### config.mk
export PLATFORM = sky130hd
export DESIGN_NAME = fr_div_cell
export DESIGN_NICKNAME = d
export VERILOG_FILES = /design/src/fr_div_cell.sv
export SDC_FILE = /design/constraint.sdc
export NUM_CORES = 1
export LEC_CHECK = 0
export BUFFER_PORTS_ARGS = -buffer_cell sky130_fd_sc_hd__buf_2
export CAP_MARGIN = 20
export CORE_ASPECT_RATIO = 0.6
export CORE_MARGIN = 4
export CORE_UTILIZATION = 46
export CTS_CLUSTER_DIAMETER = 50
export DETAILED_ROUTE_END_ITERATION = 8
export GPL_ROUTABILITY_DRIVEN = 1
export PLACE_DENSITY = 0.77
export SLEW_MARGIN = 15
export SYNTH_ARGS = -nofsm -noshare
export SYNTH_HDL_FRONTEND = slang
export SYNTH_SLANG_ARGS = --single-unit
### constraint.sdc
create_clock -name clk -period 2.6 [get_ports clk]
set_input_delay 0.13 -clock clk [delete_from_list [all_inputs] [get_ports clk]]
set_output_delay 0.13 -clock clk [all_outputs]
set_load 0.02 [all_outputs]
### src/fr_div_cell.sv
`timescale 1ns / 1ps
// One restoring-division cell: resolves a single quotient bit per cycle while en is high.
// Uses no package items; chained by the top level.
module fr_div_cell #(
    parameter int REM_W  = 48,
    parameter int DEN_W  = 32,
    parameter int Q_W    = 16,
    parameter int BIT    = 0,
    parameter int SIDE_W = 1
) (
    input  logic              clk,
    input  logic              en,
    input  logic [REM_W-1:0]  rem_in,
    input  logic [DEN_W-1:0]  den_in,
    input  logic [Q_W-1:0]    q_in,
    input  logic [SIDE_W-1:0] side_in,
    output logic [REM_W-1:0]  rem_out,
    output logic [DEN_W-1:0]  den_out,
    output logic [Q_W-1:0]    q_out,
    output logic [SIDE_W-1:0] side_out
);

    localparam int CMP_W = (REM_W > DEN_W + BIT) ? REM_W : DEN_W + BIT;

    logic [CMP_W-1:0] rem_ext;
    logic [CMP_W-1:0] trial;
    logic             fits;
    logic [REM_W-1:0] rem_next;
    logic [Q_W-1:0]   q_next;

    assign rem_ext  = CMP_W'(rem_in);
    assign trial    = CMP_W'(den_in) << BIT;
    assign fits     = rem_ext >= trial;
    assign rem_next = fits ? REM_W'(rem_ext - trial) : rem_in;
    assign q_next   = fits ? (q_in | (Q_W'(1) << BIT)) : q_in;

    always_ff @(posedge clk)
    begin
        if (en)
        begin
            rem_out  <= rem_next;
            den_out  <= den_in;
            q_out    <= q_next;
            side_out <= side_in;
        end
    end

endmodule

==> out/results.tsv <==
stage	metric	value	unit
synthesis	syn-cell-area	5637	um2
global_routing	grt_overflow	0	
global_routing	antenna_found_initial	1	
synthesis	ys_ff_latch	97	
hold_path	hp-class	in2reg	
route	drc	0	
cts	cts_max_level	3	
placed_design	io_buffers	195	
sta	slew_violations	0	
route	vias	5209	
synthesis	syn_inst	520	
sta	setup_viol	0	
route	drt_iter0_drc	345	
synthesis	synth_area_per_cell	10.84	um2
sta	worst_pin_slew	0.6737	ns
route	wl_met3	1.744	mm
route	avgRoutedWirePerCell	17.46	um
floorplanning	rows	30	
sta	fin_tns_setup	0	ns
cts	path_clk_slew	0.07	ns
pwr	power.density	586.3	nW/um2
pwr	power.leakage	3.498	nW
route	viasPerCell	5.326	
floorplanning	die_area	14150	um2
setup_path	cp_max_fo	4	
sta	finalCritPeriodShare	95.42	%
synthesis	synth_nets	652	
placed_design	dpl.hpwl	12.84	mm
route	top_layer	met5	
synthesis	synth-edff-count	97	
global_routing	grt_pass1_wl	26.31	mm
cts	root_buffer	clkbuf_16	
synthesis	ys_seq_area_share	51.68	%
finish	final_core_util	68.49	%
floorplanning	initial_core_util	48.44	%
sta	final-hold-violation-count	0	
synthesis	synthDistinctLibCells	62	
synthesis	async_flop_share	0	%
setup_path	cp.arrival	2.57	ns
cts	cts_tree	yes	
global_routing	grtUsageTotal	23.63	%
route	wl_met2	7.479	mm
setup_path	start_kind	primary input	
route	wl_met1	7.657	mm
global_routing	grt_max_degree	52	
route	firstDrtPassIters	5	
finish	fin_area	7970	um2
placed_design	place.gp.congestion	0.9504	
finish	area_growth	41.40	%
flow_run	timing.max_cap.violations	0	
sta	finalCriticalPeriod	2.481	ns
pwr	p_total	4.673	mW
sta	whs	0.01154	ns
outcome	status	completed	
floorplanning	dieHeight	93.75	um
sta	maxClockFrequency	403.1	MHz
global_routing	grt_pass1_vias	5272	
setup_path	crit_path_end_kind	flop	
pwr	ir_worst_vdd	0.3438	mV
cts	clk_path_buf_depth	2	
cts	cts_buffers	9	
route	ant_nets	0	
finish	diodes	0	
setup_path	cp.required	2.68	ns
floorplanning	die_w	150.9	um
route	wirelength	17.08	mm
setup_path	crit_type	in2reg	
synthesis	yosys_most_used_dff	edfxtp_1	
floorplanning	io_pins	196	
floorplanning	coreArea	11640	um2
placed_design	dpl-instance-area	7137	um2
finish	final_nets	945	
cts	cts_sinks	97	
finish	layout-drive-gt1-share	35.21	%
sta	maxSlewHeadroom	54.68	%
synthesis	yosys_warnings	0	
critical path: stages:
cell	delay, ns
buf_2	0.09
inv_1	0.05
ha_1	0.29
buf_4	0.16
o211ai_1	0.19
a21oi_1	0.10
o21ai_1	0.29
a2111oi_2	0.12
buf_4	0.16
o211ai_1	0.28
nand3b_1	0.27
o41ai_2	0.32
o21ai_1	0.12
cells in the mapped netlist (all sizes together) (4+ instances only):
| master | count | area [um2] |
|---|---|---|
| nor2 | 23 | 96.35 |
| ha | 32 | 400.4 |
| or4 | 5 | 41.29 |
| nand2 | 69 | 261.5 |
| nand4 | 10 | 62.56 |
| inv | 42 | 157.7 |
| nor3 | 6 | 30.03 |
| o21bai | 8 | 60.06 |
| o21a | 5 | 37.54 |
| nand3 | 5 | 25.02 |
| a21oi | 38 | 190.2 |
| nand2b | 4 | 25.02 |
| xnor2 | 22 | 192.7 |
| nor4 | 9 | 90.09 |
| o21ai | 44 | 220.2 |
| clkbuf | 4 | 15.01 |
| o211ai | 6 | 45.04 |
| buf | 12 | 73.82 |
| a21o | 11 | 82.58 |
| edfxtp | 97 | 2913 |
| xor2 | 22 | 192.7 |
| o31ai | 5 | 37.54 |
flip-flops by register name (all words and copies together), names as in the netlist:
register and flops:
rem_out 48, side_out 1, q_out 16, den_out 32
placed cells by master, fill, tap and decap left out, types with 21 or more instances in the layout:
cell,netlist,routed
a21oi_1,38,37
buf_2,8,194
buf_4,3,55
dlygate4sd3_1,0,47
edfxtp_1,97,97
ha_1,32,32
inv_1,42,42
nand2_1,68,68
nor2_1,21,21
o21ai_1,31,31
xnor2_1,22,22
xor2_1,22,22
cell type report:
class,instances,area (um2)
fillers,912,3666
flip-flops and latches,97,2913
multi-input cells,365,2505
repair buffers,298,1894
clock buffers,9,225.2
well taps,160,200.2
inverters,42,157.7
clock inverters,7,75.07
per-layer routing:
metal	global-route usage (%)	up-vias
met5	0	-
met4	4.902	2
met3	7.473	28
met2	37.18	248
met1	32.26	2435
li1	-	2496
stage by stage:
| stage | cells | setup WS [ns] |
|---|---|---|
| floorplan | 520 | 0.05659 |
| global placement | 912 | -0.2836 |
| detailed placement | 912 | -0.3964 |
| CTS | 978 | 0.004686 |
| global route | 978 | -0.03644 |
| finish | 978 | 0.1190 |
report_power, final:
group | switching [mW] | leakage [nW] | internal, mW
combinational | 0.782 | 2.41 | 0.540
clock | 0.615 | 0.140 | 0.754
sequential | 0.0489 | 0.950 | 1.93
total | 1.45 | 3.50 | 3.23
logic make-up after synthesis:
| group | synth area share, % |
|---|---|
| muxes | 0.5771 |
| adders and majority gates | 7.458 |
| AOI/OAI and AO/OA | 16.09 |
| DFF | 51.68 |
| xor gates and xnor gates | 6.837 |
| and+or+nand+nor | 12.99 |
| buffers and inverters | 4.373 |
path summary, 6_finish.rpt:
kind / startpoint / endpoint / slack (ns) / cells after the start
max: den_in[2] / rem_out[39] / 0.12 / 13
min: den_in[1] / den_out[1] / 0.01 / 1
timing repair:
action                                  4_1_cts  5_1_grt
setup buffers                                 3        0
gates resized for setup                       0        6
hold buffers                                 47        0
pin swaps                                     1        2
endpoints found under the setup margin        2       47
hold endpoints to repair                     47        0
No activity file was read; power rests on OpenSTA's default activity.
