### src/fr_pkg.sv
`timescale 1ns / 1ps
// Shared types and fixed constants for the Fresnel reflectance pipeline.
// No dependencies; imported by the top level, fr_front, fr_back_pre, fr_back_post and the testbench.
package fr_pkg;

    localparam int DATA_W     = 16;
    localparam int SQ_W       = 2 * DATA_W;
    localparam int RATIO_BITS = 20;
    localparam int RATIO_Q_W  = RATIO_BITS + 2;
    localparam int RATIO_SQ_W = 2 * RATIO_Q_W;
    localparam int OUT_SHIFT  = 2 * RATIO_BITS - 14;
    localparam int FRONT_N    = 6;
    localparam int PRE_N      = 3;
    localparam int POST_N     = 2;

    localparam logic [DATA_W-1:0] OUT_ONE     = 16'h8000;
    localparam logic [DATA_W-1:0] OUTER_RESET = 16'd14746;

    typedef struct packed {
        logic zero;
        logic tir;
    } fr_front_flags_t;

    typedef struct packed {
        logic zero;
        logic tir;
        logic degen;
        logic sat_s;
    } fr_back_flags_t;

endpackage

### src/fr_back_post.sv
`timescale 1ns / 1ps
// Ratio cap and square, average and rounding to Q1.15, flag priority and
// the result register. Depends on fr_pkg.
module fr_back_post
    import fr_pkg::*;
(
    input  logic                  clk,
    input  logic [POST_N-1:0]     en,
    input  logic [RATIO_Q_W-1:0]  q_s,
    input  logic [RATIO_Q_W-1:0]  q_p,
    input  fr_back_flags_t        flags_in,
    input  logic                  sat_p,
    output logic [DATA_W-1:0]     reflectance,
    output logic                  total_internal,
    output logic                  degenerate
);

    localparam logic [RATIO_Q_W-1:0] CAP = RATIO_Q_W'(2) << RATIO_BITS;
    localparam int SUM_W = RATIO_SQ_W + 1;
    localparam int RF_W  = SUM_W - OUT_SHIFT;

    logic [RATIO_Q_W-1:0]  r_s, r_p;
    logic [RATIO_SQ_W-1:0] sq_s_reg, sq_p_reg;
    fr_back_flags_t        f4_reg;
    logic [SUM_W-1:0]      sum;
    logic [RF_W-1:0]       refl;
    logic [DATA_W-1:0]     refl_sat;
    logic [DATA_W-1:0]     refl_next;
    logic                  tir_next, deg_next;
    logic [DATA_W-1:0]     refl_reg;
    logic                  tir_reg, deg_reg;

    assign r_s = (flags_in.sat_s || q_s > CAP) ? CAP : q_s;
    assign r_p = (sat_p || q_p > CAP) ? CAP : q_p;

    assign sum      = SUM_W'(sq_s_reg) + SUM_W'(sq_p_reg) + (SUM_W'(1) << (OUT_SHIFT - 1));
    assign refl     = RF_W'(sum >> OUT_SHIFT);
    assign refl_sat = (refl > RF_W'(OUT_ONE)) ? OUT_ONE : DATA_W'(refl);

    // zero index first, then total internal reflection, then zero denominator
    always_comb
    begin
        refl_next = OUT_ONE;
        tir_next  = 1'b0;
        deg_next  = 1'b0;
        if (f4_reg.zero)
        begin
            deg_next = 1'b1;
        end
        else if (f4_reg.tir)
        begin
            tir_next = 1'b1;
        end
        else if (f4_reg.degen)
        begin
            deg_next = 1'b1;
        end
        else
        begin
            refl_next = refl_sat;
        end
    end

    always_ff @(posedge clk)
    begin
        if (en[0])
        begin
            sq_s_reg <= RATIO_SQ_W'(r_s) * RATIO_SQ_W'(r_s);
            sq_p_reg <= RATIO_SQ_W'(r_p) * RATIO_SQ_W'(r_p);
            f4_reg   <= flags_in;
        end
        if (en[1])
        begin
            refl_reg <= refl_next;
            tir_reg  <= tir_next;
            deg_reg  <= deg_next;
        end
    end

    assign reflectance    = refl_reg;
    assign total_internal = tir_reg;
    assign degenerate     = deg_reg;

endmodule

### config.mk
export PLATFORM = sky130hd
export DESIGN_NAME = fr_back_post
export DESIGN_NICKNAME = d
export VERILOG_FILES = /design/src/fr_pkg.sv /design/src/fr_back_post.sv
export SDC_FILE = /design/constraint.sdc
export NUM_CORES = 2
export LEC_CHECK = 0
export BUFFER_PORTS_ARGS = -buffer_cell sky130_fd_sc_hd__buf_2
export CELL_PAD_IN_SITES_DETAIL_PLACEMENT = 2
export CELL_PAD_IN_SITES_GLOBAL_PLACEMENT = 2
export CORE_ASPECT_RATIO = 1.4
export CORE_MARGIN = 1
export CORE_UTILIZATION = 30
export CTS_CLUSTER_SIZE = 12
export DETAILED_ROUTE_END_ITERATION = 8
export PLACE_DENSITY = 0.7
export SKIP_CTS_REPAIR_TIMING = 1
export SYNTH_ARGS = -nofsm -noshare
export SYNTH_HDL_FRONTEND = slang
export SYNTH_SLANG_ARGS = --single-unit
### constraint.sdc
create_clock -name clk -period 16.6 [get_ports clk]
set_input_delay 0.83 -clock clk [delete_from_list [all_inputs] [get_ports clk]]
set_output_delay 0.83 -clock clk [all_outputs]
set_load 0.005 [all_outputs]
==> results.md <==
* Sequential cell area fraction in the yosys report at 9.64%
* Clock tree buffer depth at 2
* Number of port buffers at 69
* Inserted Diodes at 0
* Mapped Avg Cell Area at 9.55 um^2
* Fin. Hold Viols at 0
* Vias in the first global route at 28000
* Skew-Pair Late Insertion Delay at 370 ps
* Crit start category: input port
* Starting Density at 30.2%
* Vias/cell at approximately 4.8
* H-tree levels at 3
* Post-Synth XOR/XNOR Area at 2.89%
* Pwr dens at around 130 nW/um^2
* CP required at 16750 ps
* Drt first pass iters at 5
* Number of buffers created by CTS at 9
* Max rail drop VDD at 0.0000858 V
* Maximum clock frequency at 100 MHz
* Synth Area in Simple Gates at 11.3%
* Post-synth EDFFs at 105
* Post-layout min period at 9970 ps
* Starting DRT DRC Count at ~760
* Fin crit share at 60.1%
* Critical Path End Type: flip-flop
* CTS tree: built
* Total gr overflow at 0
* Finish-stage setup viols at 0
* Root Driver: clkbuf_16
* Worst-Margin Slew at 1130 ps
* DRC violations left at 0
* Routed len/inst at approximately 20 um
* Total wire length at 96900 um
* Cell variety after synth at 73
* Placed insts at 4892
* Synth Warn # at 0
* Status: completed
* Post-synthesis mux area share at 0.222%
* CTS Sinks at 105
* Commonest cells after routing, fill and taps aside: inv_1, fa_1, ha_1
* Main combinational cell family by area after synthesis: adder cells
* Commonest non-fill, non-tap cell in the layout: inv_1
* FP Rows at 143
* Core Box Area at around 110000 um^2
* RSZ-0062 raised after global routing: false
* Fillcell total at between 10000 and 15000
* Synth Area in Compound Gates at 6.98%
* Layout area overhead at 7.00%
* Fin. max-slew vios at 0
* First-pass GRT wire length at 155000 um
* GP Congestion at 0.826
* Primary FF master, synth: edfxtp_1
* Gr usage total at 18.3%
* Hold Crit Class: flip-flop to flip-flop
* Slew margin rel. at 24.8%
* DRT antenna net count at 0
* CTS clk-pin slew, worst paths at 70 ps
* I/O pin count at 70
* Die W at 281 um
* Synth Area in Adders at 57.3%
* Initial antenna violation count at 2
* Die area at between 100000 and 150000 um^2
* Clock Skew at 6.85 ps
* Worst Path Arrival at 10120 ps
* Fin Setup TNS at 0 ps
* Largest net degree at the start of global routing at 85
* Layout net count at around 4600
* Async SR Flop Fraction at 0%
* Leakage power at 18.8 nW
* Synthesized area at around 33000 um^2
* Worst Path Max Fanout at between 60 and 70
* Synth Instances at 3426
* Final Non-Filler Cells at a little under 5000
* Max_cap viols at 0
* Share of cells above drive strength 1 at 3.15%
* Die Y at 393 um
* Detailed Place HPWL at 83100 um
* Count of state elements after synthesis at 105
* Via total after detailed routing at 23300
* Crit path kind: input port to flip-flop
## kinds of logic (layout without fill, tap and decap cells)
logic type,Yosys count,after routing
AO/OA/AOI/OAI,347,347
XOR/XNOR,108,108
adder cells (fa/ha/maj),1087,1087
buffers and inverters,1013,983
flip-flops,105,105
multiplexers,7,7
other,2,64
AND/OR/NAND/NOR,757,757
## layer usage
layer  vias up  GRT usage [%]  part of all wire [%]
li1      10600              -                     -
met1     12300           21.6                    41
met2       279           35.4                    55
met3        97          0.570                   1.6
met4         0           5.15                   2.5
met5         -              0                     0
## report_power, final
group | leakage [nW] | internal [W] | switching, W | total (W)
registers | 1.04 | 0.000510 | 0.0000438 | 0.000554
clock network | 0.130 | 0.000101 | 0.0000973 | 0.000198
logic | 17.6 | 0.00156 | 0.00232 | 0.00388
## metrics by stage
| step | hold slack (ps) | worst slack, ps | util, % | area (um^2) | total power [W] |
|---|---|---|---|---|---|
| 2_1_floorplan | 539 | 8140 | - | 32900 | 0.00330 |
| 3_3_place_gp | 590 | 6370 | 32.1 | 34700 | 0.00437 |
| 3_5_place_dp | 597 | 6160 | 32.1 | 34700 | 0.00447 |
| 4_1_cts | 596 | 6570 | 32.3 | 35000 | 0.00473 |
| 5_1_grt | 614 | 6090 | 32.3 | 35000 | 0.00516 |
| 6_report | 603 | 6630 | 32.3 | 35000 | 0.00463 |
## final timing paths
kind	from	end	slack, ps	cells past startpoint
worst max register to register	sq_s_reg[21]$_DFFE_PP_	reflectance[3]$_SDFFCE_PP0P_	11490	12
worst max-delay path	q_s[14]	sq_s_reg[42]$_DFFE_PP_	6630	28
worst min-delay path	f4_reg[1]$_DFFE_PP_	degenerate$_SDFFCE_PP1P_	600	1
worst min register to register	f4_reg[1]$_DFFE_PP_	degenerate$_SDFFCE_PP1P_	600	1
## area by class of cell
cell class	instances	area, um^2	area share [%]
Timing Repair Buffer	77	408	1.17
Tap cell	1450	1810	5.18
Clock inverter	6	35.0	0.100
Clock buffer	10	229	0.654
Sequential cell	105	3150	9.01
Inverter	890	3340	9.54
Multi-Input combinational cell	2370	26000	74.3
## cell usage after synthesis, types with 3 or more instances
cell / count / area (um^2)
o21bai_1: 21 / 158
nor2_1: 82 / 308
nand2_1: 326 / 1220
clkbuf_1: 121 / 454
nand2b_1: 14 / 87.6
a211o_1: 4 / 35.0
o2111ai_1: 3 / 26.3
xnor2_1: 65 / 569
o21ai_0: 52 / 260
a21boi_0: 7 / 52.6
ha_1: 397 / 4970
nand3_1: 32 / 160
or3_1: 3 / 18.8
o31a_1: 3 / 26.3
a21oi_1: 106 / 531
edfxtp_1: 105 / 3150
inv_1: 889 / 3340
or4_1: 3 / 22.5
o21a_1: 14 / 105
or2_2: 3 / 18.8
o31ai_1: 5 / 37.5
xor2_1: 43 / 377
nor3b_1: 3 / 22.5
nand4_1: 11 / 68.8
nor4_1: 15 / 93.8
and2_1: 46 / 288
a41oi_1: 6 / 52.6
o211ai_1: 10 / 75.1
nor3_1: 20 / 100
o22ai_1: 6 / 37.5
mux2i_1: 5 / 50.1
a21o_1: 48 / 360
fa_1: 688 / 13800
a211oi_1: 17 / 128
a31oi_1: 14 / 87.6
and3_1: 169 / 1060
and3b_1: 3 / 26.3
nor2b_1: 16 / 100
## worst max-delay path: stages
cell,delay [ps]
buf_2,300
nor4_1,340
nand4_1,230
o22ai_4,160
buf_4,590
and2_1,720
nand2_1,190
fa_1,530
inv_1,60
fa_1,520
inv_1,60
fa_1,500
inv_1,70
fa_1,500
fa_1,600
fa_1,430
fa_1,460
ha_1,370
a211oi_1,260
o21bai_1,130
a21o_1,210
a2111o_1,430
o21ai_0,470
o211a_1,310
o21a_1,170
o21bai_1,110
mux2i_1,140
a2111oi_0,410
Note: power is estimated with default switching activity, not from simulation.
