--- config.mk ---
export PLATFORM = sky130hd
export DESIGN_NAME = fr_sqrt_cell
export DESIGN_NICKNAME = d
export VERILOG_FILES = /design/src/fr_sqrt_cell.sv
export SDC_FILE = /design/constraint.sdc
export NUM_CORES = 1
export LEC_CHECK = 0
export BUFFER_PORTS_ARGS = -buffer_cell sky130_fd_sc_hd__buf_4
export CORE_MARGIN = 10
export CORE_UTILIZATION = 37
export DETAILED_ROUTE_END_ITERATION = 6
export GPL_ROUTABILITY_DRIVEN = 1
export PLACE_DENSITY = 0.59
export RECOVER_POWER = 50
export SETUP_SLACK_MARGIN = 0.05
export SLEW_MARGIN = 20
export SYNTH_ARGS = -nofsm -noshare
export SYNTH_HDL_FRONTEND = slang
export SYNTH_SLANG_ARGS = --single-unit
export TNS_END_PERCENT = 10
--- constraint.sdc ---
create_clock -name clk -period 2.67 [get_ports clk]
set_input_delay 0.1335 -clock clk [delete_from_list [all_inputs] [get_ports clk]]
set_output_delay 0.1335 -clock clk [all_outputs]
set_load 0.02 [all_outputs]
--- src/fr_sqrt_cell.sv ---
`timescale 1ns / 1ps
// One integer square-root cell: decides a single root bit per cycle while en is high.
// Uses no package items; chained by the top level.
module fr_sqrt_cell #(
    parameter int REM_W  = 29,
    parameter int RES_W  = 15,
    parameter int BIT    = 0,
    parameter int SIDE_W = 1
) (
    input  logic              clk,
    input  logic              en,
    input  logic [REM_W-1:0]  rem_in,
    input  logic [RES_W-1:0]  res_in,
    input  logic [SIDE_W-1:0] side_in,
    output logic [REM_W-1:0]  rem_out,
    output logic [RES_W-1:0]  res_out,
    output logic [SIDE_W-1:0] side_out
);

    localparam int TRY_W = RES_W + BIT + 2;
    localparam int CMP_W = (TRY_W > REM_W) ? TRY_W : REM_W;

    logic [CMP_W-1:0] rem_ext;
    logic [CMP_W-1:0] trial;
    logic             fits;

    // trial = 2*res*2^BIT + 2^(2*BIT), with res holding only the bits above BIT
    assign rem_ext = CMP_W'(rem_in);
    assign trial   = (CMP_W'(res_in) << (BIT + 1)) + (CMP_W'(1) << (2 * BIT));
    assign fits    = rem_ext >= trial;

    always_ff @(posedge clk)
    begin
        if (en)
        begin
            rem_out  <= fits ? REM_W'(rem_ext - trial) : rem_in;
            res_out  <= fits ? (res_in | (RES_W'(1) << BIT)) : res_in;
            side_out <= side_in;
        end
    end

endmodule

==> results of run 1 <==
## power groups by stage
stage / combinational [mW] / sequential (mW) / clock, mW
floorplan: 0.242 / 1.01 / 0
global placement: 0.600 / 0.909 / 0
detailed placement: 0.602 / 0.910 / 0
CTS: 0.612 / 0.894 / 0.457
global route: 0.652 / 0.902 / 0.484
finish: 0.593 / 0.894 / 0.437
## per-layer routing
metal  vias to the layer above  global-route usage  routed length [µm]
li1                       1145                   -                   -
met1                      1018               0.160                3210
met2                        67               0.200                3390
met3                         6              0.0335                 466
met4                         0              0.0372                  83
met5                         -                   0                   0
## placed cells by master, fill, tap and decap left out, drive strengths merged, types with 2 or more instances in the layout
| cell | count |
|---|---|
| buf | 75 |
| edfxtp | 45 |
| clkbuf | 28 |
| inv | 27 |
| nor2 | 24 |
| a21oi | 22 |
| xnor2 | 20 |
| ha | 16 |
| o21ai | 16 |
| nand2 | 8 |
| nand3 | 7 |
| mux2 | 7 |
| xor2 | 6 |
| dlygate4sd3 | 6 |
| a21o | 4 |
| nor3 | 4 |
| nand2b | 4 |
| nand4 | 3 |
| a211oi | 3 |
| nor4 | 3 |
| nor4b | 3 |
| o21a | 2 |
| a31oi | 2 |
| and2 | 2 |
| and4 | 2 |
| o31a | 2 |
| nand3b | 2 |
## registers in the layout, summed over array words and instances (netlist names)
name and flops:
rem_out 29, res_out 15, side_out 1
## layout make-up
type,count,area (µm²),area share
Clock buffer,5,68.8,0.0183
Clock inverter,3,21.3,0.00565
Inverter,26,97.6,0.0259
Multi-Input combinational cell,180,1350,0.357
Sequential cell,45,1350,0.359
Tap cell,99,124,0.0329
Timing Repair Buffer,104,756,0.201
## kinds of logic (layout without fill, tap and decap cells)
logic type	after synthesis	in the layout	share of synthesized area
compound gates	62	62	0.150
xor+xnor	26	26	0.0803
fa+ha+maj	17	17	0.0776
buf+inv	32	138	0.0494
flops	45	45	0.476
mux	7	7	0.0278
simple gates	68	68	0.139
## metrics by stage
stage               hold slack, ns  setup slack, ns  instance area [µm²]
floorplan                    0.232            0.475                 2840
global placement             0.315            0.154                 3650
detailed placement           0.319            0.160                 3650
CTS                        0.00400            0.477                 3800
global route                0.0257            0.289                 3760
finish                      0.0379            0.452                 3760
## cells in the mapped netlist, drive strengths merged, types with 6 or more instances
library cell	n
xnor2	20
nand2	8
ha	16
mux2	7
edfxtp	45
nand3	7
inv	26
xor2	6
o21ai	16
nor2	24
a21oi	22
## worst max-delay path, delay by kind of cell
kind / cells / cell delay (ns)
compound gates: 2 / 0.41
fa+ha+maj: 1 / 0.35
buf+inv: 3 / 0.39
simple gates: 3 / 0.65
mux: 1 / 0.34
## timing repair
item,in CTS,in global routing
setup buffers,0,0
hold buffers,6,0
hold endpoints to repair,6,0
## final timing paths
kind / start / endpoint / slack, ns / cells after the start
setup / recovery: res_in[12] / rem_out[6] / 0.45 / 10
hold / removal: res_in[8] / res_out[8] / 0.04 / 1
==> flow_summary.yaml, run 1 <==
synthesis:
  synth_enable_flop_cells: 45
  synth_top_cell_area_share: 0.476
  synth_cell_types: 53
  synthTopCellsByArea: "edfxtp_1, ha_1, xnor2_1"
  syn_area_um2: 2840
  synth_top_flop_cell: "edfxtp_1"
  yosysTopAreaCell: "edfxtp_1"
  synthArstFlopShare: 0
  syn_nets: 321
  netlist_instances: 257
  yosysSeqAreaShare: 0.476
  syn_area_per_cell_um2: 11.0
  ys_ff_latch: 45
  yosys_warnings: 0
timing:
  rsz0062_at_grt: "false"
  final-setup-viol-count: 0
  slew_headroom: 0.269
  drv_slew: 0
  period_share: 0.831
  final.min_clock_period_ns: 2.22
  clock.fmax_ghz: 0.451
  hold_violations: 0
  finalSetupTns_ns: 0
  worst_pin_slew_ns: 1.10
drt:
  via_count: 2236
  drt-vias-per-instance: 4.84
  ant_nets: 0
  drt_iter0_markers: 96
  drt_pass1_iterations: 4
  drc: 0
  routedWlPerCell_um: 15.5
  totalWireLength_um: 7150
placement:
  hpwlAfterDp_um: 5730
  dp.cells: 448
  gp_congestion: 0.827
  place.port_buffers: 91
power:
  p_per_area_nw_per_um2: 511
  p_sw_mw: 0.598
  p_total_mw: 1.92
  p_int_mw: 1.32
  p_leak_nw: 1.58
  ir_drop_uv: 248
  seqPwrFrac: 0.465
  sw_frac_of_total: 0.311
  clockPowerShare: 0.227
  p_comb_frac: 0.308
cells_and_area:
  final_cells: 462
  antenna_cells: 0
  syn_to_final_growth_pct: 32.7
  n_fill_cell: 727
  nets: 426
  final_core_util: 0.511
  final_layout_size_suffix_gt1_frac: 0.314
cts:
  clockBufferDepth: 2
  cts.sinks: 45
  cts_root_buf: "clkbuf_8"
  ctsHtreeMaxLevel: 2
  cts_tree: "done"
  ctsResizeCount: 0
  cts_buffers: 5
  clkTransAtPathRegs_ns: 0.09
run_status:
  outcome: "complete, no violations"
min_path:
  min_path_type: "input port to flop"
worst_setup_path:
  cp_slowest_cell: "ha_1"
  worstPathArrival_ns: 2.27
  cp-end-kind: "flop"
  crit_path_max_fanout: 13
  path_cells: "clkbuf_1 -> inv_1 -> ha_1 -> and4_1 -> nor4b_4 -> nand3_1 -> o211a_1 -> o21ai_2 -> buf_4 -> mux2_1"
  path_class: "input port to flop"
  slowest_delay_ns: 0.35
  critPathRequiredTime_ns: 2.72
  cp-start-kind: "input port"
floorplan:
  start_util: 0.385
  rows: 31
  dieArea_um2: 11600
  dieHeight_um: 108
  core_area_um2: 7370
  io_pins: 92
  die_w_um: 108
flow_run:
  maxCapViolCount: 0
grt:
  grt_usage: 0.125
  grt-ovfl-total: 0
  antenna_found_initial: 0
  grt_max_degree: 46
  grt_pass1_wl_um: 11600
  grt_pass1_vias: 2320
(Power assumes the default switching activity.)
==> inputs of run 2 (changes only) <==
--- a/config.mk
+++ b/config.mk
@@ -10,7 +10,7 @@
 export CORE_UTILIZATION = 37
 export DETAILED_ROUTE_END_ITERATION = 6
 export GPL_ROUTABILITY_DRIVEN = 1
-export PLACE_DENSITY = 0.59
+export PLACE_DENSITY = 0.62
 export RECOVER_POWER = 50
 export SETUP_SLACK_MARGIN = 0.05
 export SLEW_MARGIN = 20
==> constraint.sdc (replaced) <==
create_clock -name clk -period 1.78 [get_ports clk]
set_input_delay 0.089 -clock clk [delete_from_list [all_inputs] [get_ports clk]]
set_output_delay 0.089 -clock clk [all_outputs]
set_load 0.02 [all_outputs]
==> run 2 against run 1 <==
  * The run now ends with negative setup slack left
  * Worst hold slack better by 0.052 ns
  * Non-clock buffer count is 69 higher
  * Power increased by 64%
  * First-iteration DRC count shrank 46%
  * Critical path depth increased by 1
  * Critical path type unchanged
  * Largest cell class is now multi-input gates
==> flow_summary.yaml, run 2 (synthesis gave the netlist of run 1 again) <==
flow_run:
  maxCapViolCount: 0
cells_and_area:
  nets: 495
  final_common_cell: "buf_4"
  largestRegisters: "rem_out (29), res_out (15), side_out (1)"
  regArea_um2: 1350
  layout.cells.most_common_list: "buf_4, edfxtp_1, nor2_1, xnor2_1, inv_1"
  syn_to_final_growth_pct: 68.7
  multiInputGateArea_um2: 1690
  largest_reg_flops: 29
  largest-register: "rem_out"
  final_layout_size_suffix_gt1_frac: 0.532
  antenna_cells: 0
  n_fill_cell: 621
worst_setup_path:
  cp-end-kind: "flop"
  slowest_delay_ns: 0.33
  crit_path_max_fanout: 8
  worstPathArrival_ns: 1.93
  critPathRequiredTime_ns: 1.83
  cp_slowest_cell: "a221oi_4"
  crit_path_end: "rem_out[24]"
  path_class: "input port to flop"
  cp-start-kind: "input port"
  critPathLaunch: "res_in[3]"
  path_cells: "buf_8 -> inv_4 -> ha_4 -> and3_4 -> a221oi_4 -> o21ai_2 -> a21oi_4 -> buf_4 -> o22ai_4 -> and4_1 -> xnor2_1"
grt:
  grt-ovfl-total: 0
  grt_pass1_vias: 2780
  grt_usage: 0.143
  grt_pass1_wl_um: 13400
  antenna_found_initial: 0
  grt_max_degree: 46
timing:
  period_share: 1.06
  setup_ws_ns: -0.0981
  rsz0062_at_grt: "true"
  final-setup-viol-count: 21
  drv_slew: 0
  hold-worst-slack_ns: 0.0896
  worst_pin_slew_ns: 0.608
  hold_violations: 0
  final.min_clock_period_ns: 1.88
  slew_headroom: 0.594
  clock.fmax_ghz: 0.532
drt:
  drc: 0
  via_count: 2590
  routedWlPerCell_um: 15.8
  drt_pass1_iterations: 4
  ant_nets: 0
  totalWireLength_um: 8410
  drt_iter0_markers: 52
  drt-vias-per-instance: 4.88
floorplan:
  start_util: 0.385
  rows: 31
  io_pins: 92
  core_area_um2: 7370
  dieArea_um2: 11600
  dieHeight_um: 108
  die_w_um: 108
cts:
  clockBufferDepth: 2
  cts.sinks: 45
  cts_tree: "done"
  ctsHtreeMaxLevel: 2
  cts_buffers: 5
  cts_root_buf: "clkbuf_8"
  clkTransAtPathRegs_ns: 0.08
power:
  p_leak_nw: 2.05
  p_per_area_nw_per_um2: 660
  p_total_mw: 3.16
  ir_drop_uv: 274
min_path:
  min_path_type: "input port to flop"
  hold_start: "res_in[12]"
placement:
  hpwlAfterDp_um: 6410
  place.port_buffers: 91
  gp_congestion: 0.884
run_status:
  outcome: "finished with violations"
  violations: "negative setup slack"
-- run 2: cell count changes in the layout (fill, tap and decap cells not counted), sizes merged --
cell,change
buf,+83
clkbuf,-22
clkinv,+2
clkinvlp,-1
dlygate4sd3,+8
inv,-1
-- run 2: power breakdown --
group          switching [mW]  internal, mW
Clock                   0.356         0.265
Sequential             0.0312          1.31
Combinational           0.579         0.619
Total                   0.967          2.19
-- run 2: how the worst min path moves through the flow --
stage / endpoint / slack, ns / cells past startpoint
after floorplan: res_out[10] / 0.19 / 0
after global placement: side_out / 0.27 / 1
after detailed placement: side_out / 0.27 / 1
after global routing: res_out[12] / 0.08 / 2
final: res_out[12] / 0.09 / 2
after CTS: res_out[12] / 0.05 / 2
-- run 2: stage by stage --
stage | TNS [ns] | instance area, µm² | std cells | worst slack [ns] | util
2_1_floorplan | -6.83 | 2980 | 257 | -0.287 | -
6_report | -1.03 | 4790 | 531 | -0.0981 | 0.649
5_1_grt | -2.50 | 4790 | 531 | -0.163 | 0.649
3_5_place_dp | -12.73 | 4200 | 502 | -0.509 | 0.569
3_3_place_gp | -12.20 | 4200 | 502 | -0.489 | 0.569
4_1_cts | -1.04 | 4680 | 530 | -0.0931 | 0.635
-- run 2: per-layer routing --
layer	wire (µm)	vias up	track usage	share of wire
met5	0	-	0	0
met4	121	0	0.0487	0.014
met3	361	9	0.0323	0.043
met2	4340	58	0.258	0.52
met1	3590	1237	0.162	0.43
li1	-	1286	-	-
-- run 2: critical path: cells and delay by family --
kind,cells,cell delay [ns]
AOI/OAI and AO/OA,4,0.80
xor gates and xnor gates,1,0.12
adders and majority gates,1,0.20
buffers and inverters,3,0.31
and+or+nand+nor,2,0.41
-- run 2: repair_timing --
action	in CTS	in global routing
setup buffers	5	1
resized for setup	54	24
pin swaps	29	19
endpoints found under the hold margin	14	0
hold buffers	14	0
gates cloned	1	0
endpoints found under the setup margin	30	30
-- run 2: area by class of cell --
type                       instances  share of cell area
multi-input combinational        180               0.352
timing repair buffer             173               0.296
sequential                        45               0.282
inverter                          26              0.0261
tap                               99              0.0259
clock buffer                       5              0.0144
clock inverter                     3             0.00261
